===== src/design/sha_pkg.sv =====
`timescale 1ns / 1ps
// ----------------------------------------------------------------------------
// sha_pkg
// Shared types, constants and the rotate helper for the SHA-256 stream hasher.
// ----------------------------------------------------------------------------
package sha_pkg;

  localparam int unsigned QDEPTH = 4;
  localparam int unsigned QAW    = $clog2(QDEPTH);

  typedef struct packed {
    logic [7:0] data_byte;
    logic       byte_present;
    logic       end_of_message;
  } item_t;

  typedef enum logic [2:0] {
    ST_IDLE,
    ST_ROUND,
    ST_FOLD,
    ST_PAD,
    ST_OUT
  } core_state_t;

  localparam logic [31:0] INIT_HASH [8] = '{
    32'h6a09e667, 32'hbb67ae85, 32'h3c6ef372, 32'ha54ff53a,
    32'h510e527f, 32'h9b05688c, 32'h1f83d9ab, 32'h5be0cd19
  };

  localparam logic [31:0] ROUND_K [64] = '{
    32'h428a2f98, 32'h71374491, 32'hb5c0fbcf, 32'he9b5dba5,
    32'h3956c25b, 32'h59f111f1, 32'h923f82a4, 32'hab1c5ed5,
    32'hd807aa98, 32'h12835b01, 32'h243185be, 32'h550c7dc3,
    32'h72be5d74, 32'h80deb1fe, 32'h9bdc06a7, 32'hc19bf174,
    32'he49b69c1, 32'hefbe4786, 32'h0fc19dc6, 32'h240ca1cc,
    32'h2de92c6f, 32'h4a7484aa, 32'h5cb0a9dc, 32'h76f988da,
    32'h983e5152, 32'ha831c66d, 32'hb00327c8, 32'hbf597fc7,
    32'hc6e00bf3, 32'hd5a79147, 32'h06ca6351, 32'h14292967,
    32'h27b70a85, 32'h2e1b2138, 32'h4d2c6dfc, 32'h53380d13,
    32'h650a7354, 32'h766a0abb, 32'h81c2c92e, 32'h92722c85,
    32'ha2bfe8a1, 32'ha81a664b, 32'hc24b8b70, 32'hc76c51a3,
    32'hd192e819, 32'hd6990624, 32'hf40e3585, 32'h106aa070,
    32'h19a4c116, 32'h1e376c08, 32'h2748774c, 32'h34b0bcb5,
    32'h391c0cb3, 32'h4ed8aa4a, 32'h5b9cca4f, 32'h682e6ff3,
    32'h748f82ee, 32'h78a5636f, 32'h84c87814, 32'h8cc70208,
    32'h90befffa, 32'ha4506ceb, 32'hbef9a3f7, 32'hc67178f2
  };

  function automatic logic [31:0] rotr(input logic [31:0] v, input int unsigned r);
    rotr = (v >> r) | (v << (32 - r));
  endfunction

endpackage


===== src/design/sha_item_fifo.sv =====
`timescale 1ns / 1ps
// ----------------------------------------------------------------------------
// sha_item_fifo
// Front end: accepts input transactions, drops empty ones, queues the rest.
// ----------------------------------------------------------------------------
module sha_item_fifo (
  input  logic          clk,
  input  logic          rst_n,
  input  logic          push,
  output logic          full,
  input  sha_pkg::item_t in_item,
  output logic          q_valid,
  input  logic          q_take,
  output sha_pkg::item_t q_item
);
  import sha_pkg::*;

  item_t            mem_r [QDEPTH];
  logic [QAW-1:0]   wp_r, rp_r;
  logic [QAW:0]     cnt_r;
  logic             wr, rd, useful;

  assign full    = (cnt_r == (QAW+1)'(QDEPTH));
  assign q_valid = (cnt_r != '0);
  assign q_item  = mem_r[rp_r];
  // items with neither byte nor end do nothing, so they are not queued
  assign useful  = in_item.byte_present | in_item.end_of_message;
  assign wr      = push & ~full & useful;
  assign rd      = q_take & q_valid;

  always_ff @(posedge clk) begin
    if (wr) mem_r[wp_r] <= in_item;
  end

  always_ff @(posedge clk) begin
    if (!rst_n) begin
      wp_r  <= '0;
      rp_r  <= '0;
      cnt_r <= '0;
    end else begin
      if (wr) wp_r <= wp_r + 1'b1;
      if (rd) rp_r <= rp_r + 1'b1;
      cnt_r <= cnt_r + (QAW+1)'(wr) - (QAW+1)'(rd);
    end
  end

endmodule


===== src/design/sha_core.sv =====
`timescale 1ns / 1ps
// ----------------------------------------------------------------------------
// sha_core
// Back end: block buffer, padding, 64-round compression and digest output.
// ----------------------------------------------------------------------------
module sha_core (
  input  logic           clk,
  input  logic           rst_n,
  input  logic           q_valid,
  output logic           q_take,
  input  sha_pkg::item_t q_item,
  output logic           empty,
  input  logic           pop,
  output logic [31:0]    digest_word,
  output logic [2:0]     word_index,
  output logic           last_word
);
  import sha_pkg::*;

  core_state_t state_r, state_nxt;
  logic [31:0] blk_r [16];  // block buffer, big-endian bytes in each word
  logic [6:0]  fill_r;
  logic [63:0] bits_r;
  logic [31:0] h_r [8];
  logic [31:0] a_r [8];
  logic [31:0] w_r [16];
  logic [5:0]  t_r;
  logic [2:0]  oi_r;
  logic        fin_r;     // finishing message
  logic        second_r;  // length still needs its own block
  logic        pend_r;    // end flag of current item still to process

  logic [31:0] pad_blk [16];
  logic [31:0] wt, s0, s1, big0, big1, ch, maj, t1, t2, wnew;

  assign empty       = (state_r != ST_OUT);
  assign digest_word = h_r[oi_r];
  assign word_index  = oi_r;
  assign last_word   = (oi_r == 3'd7);
  assign q_take      = (state_r == ST_IDLE) & q_valid;

  always_comb begin
    s0   = rotr(w_r[1], 7) ^ rotr(w_r[1], 18) ^ (w_r[1] >> 3);
    s1   = rotr(w_r[14], 17) ^ rotr(w_r[14], 19) ^ (w_r[14] >> 10);
    wnew = w_r[0] + s0 + w_r[9] + s1;
    wt   = w_r[0];
    big1 = rotr(a_r[4], 6) ^ rotr(a_r[4], 11) ^ rotr(a_r[4], 25);
    ch   = (a_r[4] & a_r[5]) ^ (~a_r[4] & a_r[6]);
    t1   = a_r[7] + big1 + ch + ROUND_K[t_r] + wt;
    big0 = rotr(a_r[0], 2) ^ rotr(a_r[0], 13) ^ rotr(a_r[0], 22);
    maj  = (a_r[0] & a_r[1]) ^ (a_r[0] & a_r[2]) ^ (a_r[1] & a_r[2]);
    t2   = big0 + maj;
  end

  // padded block: 0x80 at the fill point, zeros after, length if it fits
  always_comb begin
    for (int i = 0; i < 64; i++) begin
      if (i >= 56 && fill_r <= 7'd55)
        pad_blk[i/4][8*(3-i%4) +: 8] = bits_r[8*(63-i) +: 8];
      else if (i == int'(fill_r))
        pad_blk[i/4][8*(3-i%4) +: 8] = 8'h80;
      else if (i > int'(fill_r))
        pad_blk[i/4][8*(3-i%4) +: 8] = 8'h00;
      else
        pad_blk[i/4][8*(3-i%4) +: 8] = blk_r[i/4][8*(3-i%4) +: 8];
    end
  end

  always_comb begin
    state_nxt = state_r;
    case (state_r)
      ST_IDLE:  if (q_valid) state_nxt = ST_PAD;
      ST_PAD: begin
        if (fill_r == 7'd64) state_nxt = ST_ROUND;
        else if (pend_r || second_r) state_nxt = ST_PAD;
        else if (fin_r) state_nxt = ST_OUT;
        else state_nxt = ST_IDLE;
      end
      ST_ROUND: if (t_r == 6'd63) state_nxt = ST_FOLD;
      ST_FOLD:  state_nxt = ST_PAD;
      ST_OUT:   if (pop && oi_r == 3'd7) state_nxt = ST_IDLE;
      default:  state_nxt = ST_IDLE;
    endcase
  end

  always_ff @(posedge clk) begin
    if (!rst_n) state_r <= ST_IDLE;
    else        state_r <= state_nxt;
  end

  // ST_PAD is the dispatch step: decides whether to compress, pad, finish or return to idle
  always_ff @(posedge clk) begin
    if (!rst_n) begin
      fill_r   <= '0;
      bits_r   <= '0;
      t_r      <= '0;
      oi_r     <= '0;
      fin_r    <= 1'b0;
      second_r <= 1'b0;
      pend_r   <= 1'b0;
      for (int i = 0; i < 8; i++) h_r[i] <= INIT_HASH[i];
    end else begin
      case (state_r)
        ST_IDLE: if (q_valid) begin
          pend_r <= q_item.end_of_message;
          if (q_item.byte_present) begin
            blk_r[fill_r[5:2]][{~fill_r[1:0], 3'b000} +: 8] <= q_item.data_byte;
            fill_r <= fill_r + 7'd1;
            bits_r <= bits_r + 64'd8;
          end
        end
        ST_PAD: begin
          if (fill_r == 7'd64) begin
            for (int i = 0; i < 16; i++) w_r[i] <= blk_r[i];
            for (int i = 0; i < 8; i++) a_r[i] <= h_r[i];
            fill_r <= '0;
            t_r    <= '0;
          end else if (pend_r) begin
            pend_r <= 1'b0;
            for (int i = 0; i < 16; i++) blk_r[i] <= pad_blk[i];
            if (fill_r <= 7'd55) fin_r <= 1'b1;
            else second_r <= 1'b1;
            fill_r <= 7'd64;
          end else if (second_r) begin
            second_r <= 1'b0;
            for (int i = 0; i < 14; i++) blk_r[i] <= '0;
            blk_r[14] <= bits_r[63:32];
            blk_r[15] <= bits_r[31:0];
            fin_r  <= 1'b1;
            fill_r <= 7'd64;
          end else if (fin_r) begin
            fin_r <= 1'b0;
            oi_r  <= '0;
          end
        end
        ST_ROUND: begin
          for (int i = 0; i < 15; i++) w_r[i] <= w_r[i+1];
          w_r[15] <= wnew;
          a_r[1] <= a_r[0];
          a_r[2] <= a_r[1];
          a_r[3] <= a_r[2];
          a_r[4] <= a_r[3] + t1;
          a_r[5] <= a_r[4];
          a_r[6] <= a_r[5];
          a_r[7] <= a_r[6];
          a_r[0] <= t1 + t2;
          t_r    <= t_r + 6'd1;
        end
        ST_FOLD: begin
          for (int i = 0; i < 8; i++) h_r[i] <= h_r[i] + a_r[i];
        end
        ST_OUT: if (pop) begin
          oi_r <= oi_r + 3'd1;
          if (oi_r == 3'd7) begin
            for (int i = 0; i < 8; i++) h_r[i] <= INIT_HASH[i];
            bits_r <= '0;
            fill_r <= '0;
          end
        end
        default: ;
      endcase
    end
  end

endmodule


===== src/design/sha256_byte_stream_hasher.sv =====
`timescale 1ns / 1ps
// ----------------------------------------------------------------------------
// sha256_byte_stream_hasher
// SHA-256 over a byte stream, one byte per input transaction.
//
// Input: push/full with in_data_byte, in_byte_present, in_end_of_message.
// A four-entry queue holds transactions while the core is busy.
// Output: empty/pop; each finished message yields eight transactions,
// digest words 0..7, with out_last_word on the eighth.
// Each byte passes through the idle and dispatch states of the core; a full
// 64-byte block then runs 64 rounds on the one shared round unit, a fold and
// a dispatch. End of message adds one or two padded blocks; words wait for pop.
// A stalled receiver holds the core; the queue keeps taking input until full.
// Reset (rst_n low, synchronous) loads the initial hash values and clears
// the byte count, bit length and queue.
// ----------------------------------------------------------------------------
module sha256_byte_stream_hasher (
  input  logic        clk,
  input  logic        rst_n,
  input  logic        push,
  output logic        full,
  input  logic [7:0]  in_data_byte,
  input  logic        in_byte_present,
  input  logic        in_end_of_message,
  output logic        empty,
  input  logic        pop,
  output logic [31:0] out_digest_word,
  output logic [2:0]  out_word_index,
  output logic        out_last_word
);
  import sha_pkg::*;

  item_t in_item, q_item;
  logic  q_valid, q_take;

  assign in_item = '{data_byte: in_data_byte, byte_present: in_byte_present,
                     end_of_message: in_end_of_message};

  sha_item_fifo u_fifo (
    .clk, .rst_n, .push, .full, .in_item,
    .q_valid, .q_take, .q_item
  );

  sha_core u_core (
    .clk, .rst_n, .q_valid, .q_take, .q_item, .empty, .pop,
    .digest_word(out_digest_word), .word_index(out_word_index),
    .last_word(out_last_word)
  );

endmodule

===== config.mk =====
export PLATFORM = sky130hd
export DESIGN_NAME = sha256_byte_stream_hasher
export DESIGN_NICKNAME = d
export VERILOG_FILES = /design/src/design/sha_pkg.sv /design/src/design/sha_item_fifo.sv /design/src/design/sha_core.sv /design/src/design/sha256_byte_stream_hasher.sv
export SDC_FILE = /design/constraint.sdc
export NUM_CORES = 2
export LEC_CHECK = 0
export ABC_AREA = 1
export BUFFER_PORTS_ARGS = -buffer_cell sky130_fd_sc_hd__buf_2
export CAP_MARGIN = 20
export CELL_PAD_IN_SITES_DETAIL_PLACEMENT = 1
export CELL_PAD_IN_SITES_GLOBAL_PLACEMENT = 1
export CORE_MARGIN = 4
export CORE_UTILIZATION = 45
export CTS_BUF_LIST = sky130_fd_sc_hd__clkbuf_4 sky130_fd_sc_hd__clkbuf_8 sky130_fd_sc_hd__clkbuf_16
export DETAILED_ROUTE_END_ITERATION = 6
export PLACE_DENSITY_LB_ADDON = 0.3
export SLEW_MARGIN = 15
export SYNTH_ARGS = -nofsm -noshare
export SYNTH_HDL_FRONTEND = slang
export SYNTH_SLANG_ARGS = --single-unit
export TNS_END_PERCENT = 100

===== constraint.sdc =====
create_clock -name clk -period 41.9 [get_ports clk]
set_input_delay 8.38 -clock clk [delete_from_list [all_inputs] [get_ports clk]]
set_output_delay 8.38 -clock clk [all_outputs]
set_load 0.005 [all_outputs]

==> results.py <==
metrics = {
    "synthesis": {
        "synth_edf_count": 1160,
        "yosys.area.top_type": "edfxtp_1",
        "synth-async-reset-ratio_pct": 0,
        "yosys_warnings": 0,
        "synthesis.area_um2": 102000,
        "synth-seq-cells": 1671,
        "postSynthCellCount": 12674,
        "yosysUniqueCellTypes": 68,
        "ys_top_cells_by_area": "edfxtp_1, nand2_1, dfxtp_1, o21ai_0, a21oi_1",
        "synth_ff_type": "edfxtp_1",
        "syn-num-nets": 13290,
        "ys_seq_area_share_pct": 44.2,
        "syn_avg_cell_area_um2": 8.04,
        "synth_top_area_share_pct": 34.2,
    },
    "sta": {
        "max_freq_ghz": 0.0777,
        "finalHoldViolations": 0,
        "drv_slew": 0,
        "finalCritPeriodShare_pct": 30.7,
        "setup_violations": 0,
        "rsz0062_at_grt": "no",
        "setup_tns_ps": 0,
        "relSlewSlack_pct": 9.76,
        "worst_slew_pin_slew_ps": 1340,
        "clock-skew-final_ps": 78.5,
        "fin_crit_ps": 12880,
    },
    "clocking": {
        "postCtsHoldBufs": 0,
        "cts_tree": "done",
        "cts_buffers": 190,
        "clkTransAtPathRegs_ps": 60,
        "post_cts_resized": 0,
        "htree_levels": 4,
        "post_cts_buffers": 0,
        "cts.sinks": 1671,
        "cts_root_buffer": "clkbuf_16",
        "clk-insertion-delay-late_ps": 900,
        "clk_path_buf_depth": 3,
    },
    "routing": {
        "num_vias": 94330,
        "routed_wl_um": 449000,
        "ant_nets": 0,
        "via_per_inst": 6.01,
        "first_iter_violations": 9472,
        "post-route-drc-count": 0,
        "avgRoutedWirePerCell_um": 28.6,
        "dr.pass1.iters": 6,
    },
    "floorplan": {
        "rows": 174,
        "die-area_um2": 234000,
        "die_x_um": 484,
        "start_util_pct": 45.3,
        "die_height_um": 484,
        "core_um2": 225000,
        "ios": 52,
    },
    "setup_path": {
        "arrival_ps": 4500,
        "r2r_end": "u_core.a_r[0][29]",
        "required_ps": 33520,
        "r2r-start": "u_core.t_r[1]",
        "critical_path_class": "flip-flop to output pin",
        "cp-start-kind": "flip-flop",
        "worstSetupEndpointType": "output pin",
        "r2r_cells": 33,
        "r2r_slack_ps": 31830,
        "crit_fanout": 69,
    },
    "finish": {
        "fin_nets": 13140,
        "layout_common_cells": "nand2_1, inv_1, edfxtp_1",
        "syn2layout_area_growth_pct": 9.21,
        "mostFrequentLayoutCell": "nand2_1",
        "layout-drive-gt1-share_pct": 5.26,
    },
    "place": {
        "io_buffers": 51,
        "finalWeightedCongestion": 1.03,
        "dp_hpwl_um": 343000,
    },
    "min_path": {
        "min_to": "u_core.blk_r[8][15]",
        "min_from": "u_core.blk_r[8][15]",
        "whs_path_depth": 2,
        "hold_class": "flip-flop to flip-flop",
    },
    "global_route": {
        "overflow": 0,
        "grt_pass1_wl_um": 649000,
        "grt_pass1_vias": 95318,
        "antenna_found_initial": 23,
        "grt_max_degree": 246,
        "track_usage_pct": 37.2,
    },
    "run": {
        "cap_violations": 0,
    },
    "run_status": {
        "status": "finished, final reports clean",
    },
}
-- layer usage --
| metal | part of all wire (%) | GRT usage [%] | vias up | wire [µm] |
|---|---|---|---|---|
| met5 | 0.031 | 0 | - | 141 |
| met4 | 8.2 | 24.9 | 22 | 36700 |
| met3 | 7.8 | 7.07 | 1231 | 34900 |
| met2 | 46 | 59.9 | 4096 | 204000 |
| met1 | 38 | 45.6 | 46854 | 173000 |
| li1 | - | - | 42127 | - |
-- cells in the mapped netlist (24+ instances only) --
cell type  number
xor2_1        189
o211ai_1       48
maj3_1         29
ha_1          406
xnor2_1       171
o21ai_0      1125
clkbuf_1      370
inv_1        1326
a31o_2         50
o21a_1         45
nand4_1       136
nand3_1       468
a21o_1         48
edfxtp_1     1160
fa_1          196
a31oi_1        99
buf_2          88
or2_2          36
inv_2          26
buf_1          25
o21bai_1       52
a21boi_0       34
a21oi_1      1045
nand2_1      3501
nor3_1        112
a211oi_1       63
o221ai_1       24
nor2_1       1016
dfxtp_1       511
nor4_1         27
-- cell type report --
cell class / instances / area, µm²
diodes: 18 / 45.0
clock buffers: 256 / 5340
clock inverters: 102 / 1090
fillers: 27120 / 114000
inverters: 1369 / 5160
multi-input cells: 9131 / 49600
flip-flops and latches: 1671 / 45100
well taps: 2992 / 3740
repair buffers: 161 / 1160
-- kinds of logic after synthesis --
logic type      synth area share (%)
fa+ha+maj                       9.12
mux                            0.163
xor+xnor                        3.10
buf+inv                         7.09
simple gates                    21.2
flops                           44.2
compound gates                  15.1
-- state kept, by name, indices dropped and copies added (netlist names), named ones only --
register	count
u_core.a_r	256
u_core.bits_r	61
u_core.word_index	3
u_core.second_r	1
u_core.h_r	256
u_core.t_r	6
u_core.blk_r	512
u_core.w_r	512
u_fifo.cnt_r	3
u_fifo.rp_r	2
u_core.fin_r	1
u_core.fill_r	7
u_core.pend_r	1
u_fifo.mem_r	40
u_core.state_r	3
u_fifo.wp_r	2
-- per-stage QoR --
stage / setup slack, ps / area [µm²] / util [%] / cells / hold slack (ps)
final: 29020 / 111000 / 49.4 / 15700 / 456
after global routing: 28980 / 111000 / 49.4 / 15687 / 473
after CTS: 29130 / 111000 / 49.4 / 15676 / 458
after detailed placement: 29150 / 105000 / 46.5 / 15318 / 446
after global placement: 29310 / 105000 / 46.5 / 15313 / 435
after floorplan: 12660 / 102000 / - / 12674 / 424
-- critical path, stage by stage (launching register included) --
cell      delay (ps)
dfxtp_4          400
clkinv_2          60
buf_4            610
buf_4            740
nor2_1            80
o21ai_0          730
a21oi_1          380
a31oi_1          390
buf_2            180
-- how the worst max path moves through the flow --
stage / cells after the start / slack (ps) / endpoint / start
after floorplan: 3 / 12660 / u_core.a_r[0][0] / rst_n
after global placement: 10 / 29310 / u_core.h_r[0][7] / rst_n
after detailed placement: 10 / 29150 / u_core.h_r[1][4] / rst_n
after CTS: 8 / 29130 / out_digest_word[27] / flip-flop
after global routing: 8 / 28980 / out_digest_word[28] / flip-flop
final: 8 / 29020 / out_digest_word[12] / flip-flop
Power is left out: the tool's default activity adds up to more than one toggle a clock period on the data nets, which glitch-free logic cannot reach.
